`config.mk`:
```
export PLATFORM = sky130hd
export DESIGN_NAME = banked_memory_mapper_unit_flat
export DESIGN_NICKNAME = d
export VERILOG_FILES = /design/src/rtl/bmm_pkg.sv /design/src/rtl/bmm_if.sv /design/src/rtl/bmm_mod_unit.sv /design/src/rtl/banked_memory_mapper_unit.sv /design/src/flat_wrapper.sv
export SDC_FILE = /design/constraint.sdc
export NUM_CORES = 1
export LEC_CHECK = 0
export ABC_AREA = 0
export BUFFER_PORTS_ARGS = -buffer_cell sky130_fd_sc_hd__buf_2
export CAP_MARGIN = 25
export CORE_MARGIN = 2
export CORE_UTILIZATION = 61
export CTS_BUF_LIST = sky130_fd_sc_hd__clkbuf_4
export DETAILED_ROUTE_END_ITERATION = 8
export PLACE_DENSITY = 0.8
export SYNTH_ARGS = -nofsm -noshare
export SYNTH_HDL_FRONTEND = slang
export SYNTH_HIERARCHICAL = 1
export SYNTH_SLANG_ARGS = --single-unit
```
`constraint.sdc`:
```
create_clock -name clk -period 3.95 [get_ports clk]
set_input_delay 0.1975 -clock clk [delete_from_list [all_inputs] [get_ports clk]]
set_output_delay 0.1975 -clock clk [all_outputs]
set_load 0.005 [all_outputs]
```
`src/rtl/bmm_pkg.sv`:
```
// shared types and constants of the banked memory mapper
`default_nettype none
package bmm_pkg;

  localparam int ADDR_W         = 16;
  localparam int DATA_W         = 8;
  localparam int OFFSET_W       = 22;
  localparam int PAGE_CNT_W     = 9;
  localparam int WIN_LOW_W      = 13;
  localparam int WORK_RAM_BYTES = 8192;
  localparam int MAX_ROM_PAGES  = 256;

  localparam logic [ADDR_W-1:0]     BANK_REG_BASE = 16'hFFFC;
  localparam logic [PAGE_CNT_W-1:0] PAGES_MAX     = PAGE_CNT_W'(MAX_ROM_PAGES);

  typedef enum logic [1:0] {
    MODE_BANKED = 2'd0,
    MODE_FIXED  = 2'd1,
    MODE_BIOS   = 2'd2,
    MODE_UNUSED = 2'd3
  } mode_t;

  typedef enum logic [1:0] {
    CFG_MACHINE_MODE   = 2'd0,
    CFG_ROM_PAGE_COUNT = 2'd1,
    CFG_SRAM_PRESENT   = 2'd2,
    CFG_BIOS_PRESENT   = 2'd3
  } cfg_index_t;

  typedef enum logic [2:0] {
    REG_ROM     = 3'd0,
    REG_RAM     = 3'd1,
    REG_SRAM    = 3'd2,
    REG_BIOS    = 3'd3,
    REG_DISCARD = 3'd4
  } region_t;

  typedef enum logic [1:0] {
    SRC_ROM     = 2'd0,
    SRC_SRAM_LO = 2'd1,
    SRC_SRAM_HI = 2'd2,
    SRC_DISCARD = 2'd3
  } src_t;

  typedef enum logic [1:0] {
    S_IDLE,
    S_RUN,
    S_DONE
  } state_t;

endpackage
`default_nettype wire

```
`src/rtl/bmm_if.sv`:
```
// valid/ready channel interfaces for access, result and configuration beats
`default_nettype none
interface bmm_in_if import bmm_pkg::*; ();
  logic              valid;
  logic              ready;
  logic              operation;
  logic [ADDR_W-1:0] cpu_address;
  logic [DATA_W-1:0] write_byte;
  modport source (output valid, operation, cpu_address, write_byte, input ready);
  modport sink   (input valid, operation, cpu_address, write_byte, output ready);
endinterface

interface bmm_out_if import bmm_pkg::*; ();
  logic                valid;
  logic                ready;
  region_t             target_region;
  logic [OFFSET_W-1:0] target_offset;
  logic                is_store;
  modport source (output valid, target_region, target_offset, is_store, input ready);
  modport sink   (input valid, target_region, target_offset, is_store, output ready);
endinterface

interface bmm_cfg_if import bmm_pkg::*; ();
  logic                  valid;
  logic                  ready;
  cfg_index_t            index;
  logic [PAGE_CNT_W-1:0] data;
  modport source (output valid, index, data, input ready);
  modport sink   (input valid, index, data, output ready);
endinterface
`default_nettype wire

```
`src/rtl/bmm_mod_unit.sv`:
```
// bit-serial restoring remainder unit: 8-bit dividend modulo the page count
`default_nettype none
module bmm_mod_unit import bmm_pkg::*; (
  input  wire logic                  clk,
  input  wire logic                  rst,
  input  wire logic                  start,
  input  wire logic [DATA_W-1:0]     dividend,
  input  wire logic [PAGE_CNT_W-1:0] divisor,
  output      logic                  done,
  output      logic [DATA_W-1:0]     remainder
);

  localparam int CNT_W = $clog2(DATA_W);

  logic                  busy;
  logic [CNT_W-1:0]      cnt;
  logic [DATA_W-1:0]     dvd;
  logic [PAGE_CNT_W-1:0] div;
  logic [DATA_W:0]       shifted;
  logic [DATA_W:0]       diff;

  // remainder stays below divisor, so it fits in a byte
  assign shifted = {remainder, dvd[DATA_W-1]};
  assign diff    = shifted - div;

  always_ff @(posedge clk) begin
    if (rst) begin
      busy <= 1'b0;
      done <= 1'b0;
      cnt  <= '0;
    end else begin
      done <= 1'b0;
      if (start) begin
        busy <= 1'b1;
        cnt  <= CNT_W'(DATA_W - 1);
      end else if (busy) begin
        cnt <= cnt - 1'b1;
        if (cnt == '0) begin
          busy <= 1'b0;
          done <= 1'b1;
        end
      end
    end
  end

  always_ff @(posedge clk) begin
    if (start) begin
      remainder <= '0;
      dvd       <= dividend;
      div       <= divisor;
    end else if (busy) begin
      dvd <= {dvd[DATA_W-2:0], 1'b0};
      if (shifted >= div) begin
        remainder <= diff[DATA_W-1:0];
      end else begin
        remainder <= shifted[DATA_W-1:0];
      end
    end
  end

endmodule
`default_nettype wire

```
`src/rtl/banked_memory_mapper_unit.sv`:
```
// top level: access sequencer, bank registers and address translation
//
//  channel  | dir | beat contents
//  ---------+-----+--------------------------------------------------
//  in_ch    | in  | operation, cpu_address, write_byte
//  out_ch   | out | target_region, target_offset, is_store
//  cfg      | in  | index, data (machine_mode .. bios_present)
//
// each access runs eight remainder steps, enters the result step on done
// and then translates; a new access is taken only once back in idle.
// rst is synchronous and restores config and bank state to power-on values.
// in_ch.ready is high only while idle; a result waiting on out_ch holds the
// translation step and blocks the next access. cfg is always ready; the user
// must write it only while no access is in flight, which is not enforced.
`default_nettype none
module banked_memory_mapper_unit import bmm_pkg::*; (
  input wire logic   clk,
  input wire logic   rst,
  bmm_in_if.sink     in_ch,
  bmm_out_if.source  out_ch,
  bmm_cfg_if.sink    cfg
);

  state_t state, state_next;

  mode_t                 machine_mode;
  logic [PAGE_CNT_W-1:0] rom_page_count;
  logic                  sram_present;
  logic                  bios_present;

  logic [DATA_W-1:0] bank_regs [4];
  logic [DATA_W-1:0] window_rom_page [3];
  src_t              upper_window_source;

  logic              op;
  logic [ADDR_W-1:0] addr;
  logic [DATA_W-1:0] data;

  logic                  in_acc;
  logic                  out_free;
  logic                  finish;
  logic                  mod_done;
  logic [DATA_W-1:0]     mod_rem;
  logic [DATA_W-1:0]     mod_dvd;
  logic [PAGE_CNT_W-1:0] pages;

  logic [2:0]           win;
  logic [WIN_LOW_W-1:0] low;
  region_t              region;
  logic [OFFSET_W-1:0]  off;
  logic [DATA_W-1:0]    cur_page;
  logic                 bank_wr;

  assign in_acc   = in_ch.valid && in_ch.ready;
  assign out_free = !out_ch.valid || out_ch.ready;
  assign finish   = (state == S_DONE) && out_free;
  assign in_ch.ready = (state == S_IDLE);
  assign cfg.ready   = 1'b1;

  // effective page count: zero counts as one, saturate at the maximum
  always_comb begin
    pages = rom_page_count;
    if (rom_page_count == '0) pages = PAGE_CNT_W'(1);
    if (rom_page_count > PAGES_MAX) pages = PAGES_MAX;
  end

  // pick what the remainder unit reduces for this access
  always_comb begin
    if (machine_mode == MODE_BIOS) begin
      mod_dvd = DATA_W'(in_ch.cpu_address[WIN_LOW_W+1:WIN_LOW_W]);
    end else if (in_ch.cpu_address[1:0] == 2'd0) begin
      mod_dvd = bank_regs[3];
    end else begin
      mod_dvd = in_ch.write_byte;
    end
  end

  bmm_mod_unit u_mod (
    .clk       (clk),
    .rst       (rst),
    .start     (in_acc),
    .dividend  (mod_dvd),
    .divisor   (pages),
    .done      (mod_done),
    .remainder (mod_rem)
  );

  always_ff @(posedge clk) begin
    if (rst) begin
      state <= S_IDLE;
    end else begin
      state <= state_next;
    end
  end

  always_comb begin
    state_next = state;
    case (state)
      S_IDLE: if (in_acc) state_next = S_RUN;
      S_RUN:  if (mod_done) state_next = S_DONE;
      S_DONE: if (out_free) state_next = S_IDLE;
      default: state_next = S_IDLE;
    endcase
  end

  always_ff @(posedge clk) begin
    if (in_acc) begin
      op   <= in_ch.operation;
      addr <= in_ch.cpu_address;
      data <= in_ch.write_byte;
    end
  end

  always_ff @(posedge clk) begin
    if (rst) begin
      machine_mode   <= MODE_BANKED;
      rom_page_count <= PAGE_CNT_W'(1);
      sram_present   <= 1'b0;
      bios_present   <= 1'b1;
    end else if (cfg.valid && cfg.ready) begin
      case (cfg.index)
        CFG_MACHINE_MODE:   machine_mode   <= mode_t'(cfg.data[1:0]);
        CFG_ROM_PAGE_COUNT: rom_page_count <= cfg.data;
        CFG_SRAM_PRESENT:   sram_present   <= cfg.data[0];
        CFG_BIOS_PRESENT:   bios_present   <= cfg.data[0];
        default: ;
      endcase
    end
  end

  assign win      = addr[ADDR_W-1:WIN_LOW_W];
  assign low      = addr[WIN_LOW_W-1:0];
  assign cur_page = (win[2:1] == 2'd0) ? window_rom_page[0] :
                    (win[2:1] == 2'd1) ? window_rom_page[1] : window_rom_page[2];

  // translation, from the bank state as it was before this access
  always_comb begin
    region  = REG_DISCARD;
    off     = OFFSET_W'(low);
    bank_wr = 1'b0;
    case (machine_mode)
      MODE_FIXED: begin
        if (!win[2]) begin
          if (!op) begin
            region = REG_ROM;
            off    = OFFSET_W'({win, low});
          end
        end else if (sram_present) begin
          region = REG_SRAM;
          off    = OFFSET_W'({win[1:0], low});
        end else if (win[1]) begin
          region = REG_RAM;
        end
      end
      MODE_BIOS: begin
        if (win == 3'd0) begin
          if (bios_present && !op) region = REG_BIOS;
        end else if (win == 3'd3) begin
          region = REG_RAM;
        end else if (win[2] && !op) begin
          region = REG_ROM;
          off    = OFFSET_W'({mod_rem[1:0], low});
        end
      end
      default: begin
        if (win[2:1] != 2'b11) begin
          if (!win[2] || upper_window_source == SRC_ROM) begin
            if (!op) begin
              region = REG_ROM;
              off    = {cur_page, win[0], low};
            end
          end else if (upper_window_source != SRC_DISCARD) begin
            region = REG_SRAM;
            off    = OFFSET_W'({upper_window_source == SRC_SRAM_HI, win[0], low});
          end
        end else begin
          region = REG_RAM;
        end
        bank_wr = op && (addr >= BANK_REG_BASE);
      end
    endcase
  end

  always_ff @(posedge clk) begin
    if (rst) begin
      bank_regs[0]        <= '0;
      bank_regs[1]        <= '0;
      bank_regs[2]        <= DATA_W'(1);
      bank_regs[3]        <= '0;
      window_rom_page[0]  <= '0;
      window_rom_page[1]  <= DATA_W'(1);
      window_rom_page[2]  <= '0;
      upper_window_source <= SRC_ROM;
    end else if (finish && bank_wr) begin
      bank_regs[addr[1:0]] <= data;
      case (addr[1:0])
        2'd0: begin
          if (data[3]) begin
            if (sram_present) begin
              upper_window_source <= data[2] ? SRC_SRAM_HI : SRC_SRAM_LO;
            end else begin
              upper_window_source <= SRC_DISCARD;
            end
          end else begin
            window_rom_page[2]  <= mod_rem;
            upper_window_source <= SRC_ROM;
          end
        end
        2'd1: window_rom_page[0] <= mod_rem;
        2'd2: window_rom_page[1] <= mod_rem;
        default: if (!bank_regs[0][3]) window_rom_page[2] <= mod_rem;
      endcase
    end
  end

  always_ff @(posedge clk) begin
    if (rst) begin
      out_ch.valid <= 1'b0;
    end else if (finish) begin
      out_ch.valid <= 1'b1;
    end else if (out_ch.ready) begin
      out_ch.valid <= 1'b0;
    end
  end

  always_ff @(posedge clk) begin
    if (finish) begin
      out_ch.target_region <= region;
      out_ch.target_offset <= off;
      out_ch.is_store      <= op;
    end
  end

  a_busy_after_accept: assert property (@(posedge clk) disable iff (rst)
    in_acc |=> !in_ch.ready)
    else $error("access accepted while a previous one is in flight");

  a_done_in_run: assert property (@(posedge clk) disable iff (rst)
    mod_done |-> state == S_RUN)
    else $error("remainder unit finished outside an access");

  a_rem_below_pages: assert property (@(posedge clk) disable iff (rst)
    mod_done |-> PAGE_CNT_W'(mod_rem) < pages)
    else $error("remainder not below the page count");

  a_hold_when_stalled: assert property (@(posedge clk) disable iff (rst)
    (state == S_DONE && out_ch.valid && !out_ch.ready) |=> state == S_DONE)
    else $error("result step left while the output was still occupied");

endmodule
`default_nettype wire
```
`src/flat_wrapper.sv`:
```
// flat-port wrapper written by rule: the top's interface ports become plain ports
module banked_memory_mapper_unit_flat import bmm_pkg::*;
  (clk, rst, in_ch_valid, in_ch_operation, in_ch_cpu_address, in_ch_write_byte, in_ch_ready, out_ch_valid, out_ch_target_region, out_ch_target_offset, out_ch_is_store, out_ch_ready, cfg_valid, cfg_index, cfg_data, cfg_ready);
  bmm_in_if in_ch_i ();
  bmm_out_if out_ch_i ();
  bmm_cfg_if cfg_i ();
  input wire logic clk;
  input wire logic rst;
  input wire logic [$bits(in_ch_i.valid)-1:0] in_ch_valid;
  input wire logic [$bits(in_ch_i.operation)-1:0] in_ch_operation;
  input wire logic [$bits(in_ch_i.cpu_address)-1:0] in_ch_cpu_address;
  input wire logic [$bits(in_ch_i.write_byte)-1:0] in_ch_write_byte;
  output wire logic [$bits(in_ch_i.ready)-1:0] in_ch_ready;
  output wire logic [$bits(out_ch_i.valid)-1:0] out_ch_valid;
  output wire logic [$bits(out_ch_i.target_region)-1:0] out_ch_target_region;
  output wire logic [$bits(out_ch_i.target_offset)-1:0] out_ch_target_offset;
  output wire logic [$bits(out_ch_i.is_store)-1:0] out_ch_is_store;
  input wire logic [$bits(out_ch_i.ready)-1:0] out_ch_ready;
  input wire logic [$bits(cfg_i.valid)-1:0] cfg_valid;
  input wire logic [$bits(cfg_i.index)-1:0] cfg_index;
  input wire logic [$bits(cfg_i.data)-1:0] cfg_data;
  output wire logic [$bits(cfg_i.ready)-1:0] cfg_ready;
  assign in_ch_i.valid = in_ch_valid;
  assign in_ch_i.operation = in_ch_operation;
  assign in_ch_i.cpu_address = in_ch_cpu_address;
  assign in_ch_i.write_byte = in_ch_write_byte;
  assign in_ch_ready = in_ch_i.ready;
  assign out_ch_valid = out_ch_i.valid;
  assign out_ch_target_region = out_ch_i.target_region;
  assign out_ch_target_offset = out_ch_i.target_offset;
  assign out_ch_is_store = out_ch_i.is_store;
  assign out_ch_i.ready = out_ch_ready;
  assign cfg_i.valid = cfg_valid;
  assign cfg_i.index = cfg_index;
  assign cfg_i.data = cfg_data;
  assign cfg_ready = cfg_i.ready;
  banked_memory_mapper_unit u_core (.clk(clk), .rst(rst), .in_ch(in_ch_i), .out_ch(out_ch_i), .cfg(cfg_i));
endmodule
```
Word-level counts from Yosys, hierarchy flattened

Memory sizes are Yosys's and may differ from the RTL's.
Index checks and enable logic that the tools add are counted.

Register bits: 99
Memory bits (writable): 56
Input port bits: 41
Output and inout port bits: 29
Word-level logic and storage cells: 159
Memories: 2

Memory list:

| memory                 | words | width | rd ports | clocked after memory_dff | write ports | line                            | source |
|---|---|---|---|---|---|---|---|
| u_core.bank_regs       | 4     | 8     | 2        | 0                        | 4           | banked_memory_mapper_unit.sv:31 | `logic [DATA_W-1:0] bank_regs [4];` |
| u_core.window_rom_page | 3     | 8     | 3        | 0                        | 3           | banked_memory_mapper_unit.sv:32 | `logic [DATA_W-1:0] window_rom_page [3];` |

$add $sub $neg: 2
Magnitude comparators: 3
Equal/unequal tests: 17
Mux-type cells: 77
Bitwise operators: 5
Reduce and logical (&&, ||, !) cells: 33

Operators with widths:

| operator                                                  | number |
|---|---|
| 2-to-1 mux 22 bit                                         | 6 |
| 2-to-1 mux 8 bit                                          | 12 |
| 2-to-1 mux 15 bit                                         | 4 |
| case mux 22 bit (2 select lines)                          | 1 |
| 2-to-1 mux 3 bit                                          | 13 |
| 2-to-1 mux 1 bit                                          | 31 |
| greater-or-equal comparator 16 bit, second input constant | 1 |
| 2-to-1 mux 2 bit                                          | 7 |
| equality test 2 bit, second input constant                | 6 |
| logical NOT 2 bit                                         | 6 |
| equality test 2 x 1 -> 1 bit, second input constant       | 5 |
| AND reduction 2 bit                                       | 5 |
| greater-or-equal comparator 9 bit                         | 1 |
| greater-than comparator 9 bit, second input constant      | 1 |
| logical NOT 9 bit                                         | 1 |
| 2-to-1 mux 9 bit                                          | 1 |
| != test 2 bit, second input constant                      | 4 |
| OR reduction 8 bit                                        | 1 |
| subtractor 8 bit                                          | 1 |
| logical AND 1 bit                                         | 6 |
| logical NOT 3 bit                                         | 2 |
| case mux 2 bit (3 select lines)                           | 1 |
| case mux 3 bit (2 select lines)                           | 1 |
| OR reduction 3 bit                                        | 2 |
| 10 further kinds                                          | 18 |

Logic depth before layout (Yosys ltp)

Depth in word-level cells: 9
Mapped depth: 8
Gate-level depth less buffers: 8

Modules after synthesis

The synthesis kept the hierarchy.

Modules (own cells, without submodules):

| module                    | times used | cells an instance | area an instance (sq um) | seq. area each (sq um) |
|---|---|---|---|---|
| banked_memory_mapper_unit | 1          | 337               | 4,209.0                  | 2,882.8 |
| bmm_mod_unit              | 1          | 168               | 1,739.2                  | 770.7 |

Least setup slack after synthesis

OpenSTA, ideal clock, no wires.

Path type: register to register
Start: register u_core.state[0]
End: register u_core.u_mod.dvd[6], data pin
Library setup time: 0.260 ns
Data arrival time: 2.060 ns
Data required time: 3.690 ns
Slack: 1.630 ns
Stages on the path, launching flop included: 6
Buffers on the path: 2
Clock period less this slack: 2.320 ns
Cells stage by stage: dfxtp_1 nor2_1 and2_1 buf_6 buf_6 mux2_2

Cells in the longest elaborated chain, start to end: 3

Ends and longest elaborated chain:

| item                     | line                            | source |
|---|---|---|
| start: declaration       | banked_memory_mapper_unit.sv:24 | `state_t state, state_next;` |
| start signal: assignment | banked_memory_mapper_unit.sv:92 | `state <= state_next;` |
| logical NOT 2 bit        | banked_memory_mapper_unit.sv:57 | `assign in_ch.ready = (state == S_IDLE);` |
| named net in_ch_ready    | flat_wrapper.sv:13              | `output wire logic [$bits(in_ch_i.ready)-1:0] in_ch_ready;` |
| logical AND 1 bit        | banked_memory_mapper_unit.sv:54 | `assign in_acc = in_ch.valid && in_ch.ready;` |
| named net u_core.in_acc  | banked_memory_mapper_unit.sv:39 | `logic in_acc;` |
| 2-to-1 mux 8 bit         | bmm_mod_unit.sv:47              | `if (start) begin` |
| end signal: assignment   | bmm_mod_unit.sv:49              | `dvd <= dividend;` |
| end signal: assignment   | bmm_mod_unit.sv:52              | `dvd <= {dvd[DATA_W-2:0], 1'b0};` |
| end: declaration         | bmm_mod_unit.sv:17              | `logic [DATA_W-1:0] dvd;` |

The timed path passes the listed nets, and every way through them passes these cells.
A chain may end at the register's enable or synchronous reset.

==> flow_metrics.tcl <==
set metrics [dict create \
    status "finished clean" \
    fillers 632 \
    layoutNonFillerInstCount 758 \
    fin_crit_sh_pct 64.13 \
    synthFlopType "edfxtp_1" \
    detailed_place_hpwl_um 8207 \
    clock.fmax_mhz 394.8 \
    arrival_ps 2900 \
    rsz0062_at_grt "false" \
    avgSynthCellArea_um2 11.78 \
    grt_usage_pct 25.98 \
    drt-wirelength-per-cell_um 16.78 \
    powerDensity_nw_per_um2 429.3 \
    layout_common_cells "101 x edfxtp_1, 68 x buf_2, 55 x nor2_1, 48 x nand2_1, 38 x a21oi_1" \
    grt.overflow.total 0 \
    synth-seq-cells 132 \
    start_kind "flop" \
    antenna_found_initial 0 \
    setup_viol 0 \
    synthDistinctLibCells 69 \
    cp_max_fo 32 \
    drc_errors 0 \
    synth_nets 560 \
    io_pins 70 \
    viasPerCell 5.730 \
    layout_min_cycle_time_ps 2533 \
    hp-class "input pin to flop" \
    async_flop_share_pct 0 \
    clock_path_buffers 2 \
    reg2regPathDepth 4 \
    ir_drop_v 0.0002158 \
    worstPathRequired_ps 4310 \
    rows 36 \
    chipHeight_um 102.7 \
    worst_r2r_startpoint "u_core/addr[15]" \
    dp.cells 690 \
    cp-endpoint "u_core/window_rom_page[0][2]" \
    slew_violations 0 \
    antennaDiodeCount 0 \
    cts_buffers 17 \
    tns_ps 0 \
    ctsHoldBuffers 36 \
    htree_levels 4 \
    final_common_cell "edfxtp_1" \
    worst_slew_pin_slew_ps 909.4 \
    final_antenna_net_count 0 \
    wl_um 12720 \
    p_leak_nw 2.771 \
    yosysWarningCount 6 \
    first_iter_violations 385 \
    nets 667 \
    grt_pass1_vias 4255 \
    cts_tree "done" \
    yosysSeqAreaShare_pct 61.42 \
    gp_congestion 0.8620 \
    finClkSkew_ps 15.41 \
    reg2reg_slack_ps 1420 \
    synthCells 505 \
    dr.pass1.iters 5 \
    port-buffer-count 68 \
    grt_pass1_wl_um 20330 \
    endpoint_kind "flop" \
    synth-edff-count 101 \
    syn_to_final_growth_pct 18.62 \
    die-area_um2 10560 \
    synth_area_um2 5948 \
    cp-startpoint "u_core/addr[15]" \
    clock_latency_ps 520 \
    post_cts_buffers 0 \
    path_clk_slew_ps 110 \
    grt_max_degree 39 \
    maxCapViolCount 0 \
    rr_endpoint "u_core/window_rom_page[0][2]" \
    drive_above_1_share_pct 21.12 \
    clock-sinks 132 \
    clockRootBuffer "clkbuf_4" \
    core_um2 9639 \
    vias 4343 \
    crit_type "flop to flop" \
    hold_viol 0 \
    die-width_um 102.7 \
    relSlewSlack_pct 39.38 \
    start_util_pct 61.71 \
    cts_resized 0 \
]
[worst min-delay path by stage]
| stage | endpoint | cells after the start | startpoint |
|---|---|---|---|
| final | u_core/u_mod/busy | 2 | rst |
| after global routing | u_core/bios_present | 4 | cfg_index[0] |
| after CTS | u_core/bios_present | 4 | cfg_index[0] |
| after detailed placement | u_core/addr[12] | 1 | in_ch_cpu_address[12] |
| after global placement | u_core/addr[5] | 1 | in_ch_cpu_address[5] |
| after floorplan | u_core/rom_page_count[1] | 1 | rst |
[cells in the mapped netlist, types with 11 or more instances]
master	n	share of area (%)
inv_1	22	1.4
and3_1	11	1.2
nor2b_1	12	1.3
dfxtp_1	31	10
clkbuf_1	11	0.69
o21ai_0	20	1.7
nor2_1	56	3.5
ha_1	13	2.7
mux2i_1	13	2.2
edfxtp_1	101	51
a21oi_1	38	3.2
nand2_1	48	3.0
and2_1	11	1.2
[worst max-delay path: stages, from the launching register on]
cell and delay, ps:
edfxtp_1 960, nand4_1 230, or3_4 440, nor3_4 440, and3_1 310
[sequential cells by signal, indices dropped and copies added (netlist names), 9 cells and up]
| register | cells |
|---|---|
| u_core/rom_page_count | 9 |
| u_core/u_mod/div | 9 |
| u_core/addr | 16 |
| u_core/out_ch.target_offset | 22 |
| u_core/bank_regs | 9 |
| u_core/window_rom_page | 24 |
[kinds of logic (layout without fill, tap and decap cells)]
kind of cell	Yosys count	after routing	synth area share, %
AND/OR/NAND/NOR	194	194	16.93
multiplexers	20	20	3.513
AO/OA/AOI/OAI	96	96	10.73
flip-flops	132	132	61.42
XOR/XNOR	4	4	0.5891
buffers and inverters	44	164	3.681
other	1	1	0.06304
adder cells (fa/ha/maj)	14	14	3.071
[where the power goes]
part	switching, mW	total (mW)	internal, mW
clock network	0.482	0.987	0.505
registers	0.0616	1.63	1.57
logic	0.232	0.414	0.182
[metal layers]
| layer | up-vias | share of wire (%) | GRT usage (%) |
|---|---|---|---|
| met3 | 31 | 7.2 | 7.119 |
| li1 | 2061 | - | - |
| met2 | 210 | 52 | 44.90 |
| met4 | 0 | 1.9 | 9.514 |
| met5 | - | 0 | 0 |
| met1 | 2041 | 39 | 31.35 |
[per-stage QoR]
step	power [mW]	worst slack [ps]	hold slack, ps	utilization [%]	area, um2
2_1_floorplan	1.925	1630	266.6	-	5948
3_3_place_gp	2.015	1550	375.3	65.98	6360
3_5_place_dp	2.032	1510	375.6	66.13	6375
4_1_cts	3.038	1481	39.12	73.20	7056
5_1_grt	3.163	1278	61.35	73.20	7056
6_report	3.029	1417	94.09	73.20	7056
[area by class of cell]
class	instances	area [um2]	area share (%)
Tap cell	133	166.4	2.359
Clock inverter	14	185.2	2.625
Multi-Input combinational cell	329	2079	29.47
Clock buffer	18	135.1	1.915
Sequential cell	132	3654	51.78
Timing Repair Buffer	110	753.2	10.68
Inverter	22	82.58	1.170
No activity file was read; power rests on OpenSTA's default activity.
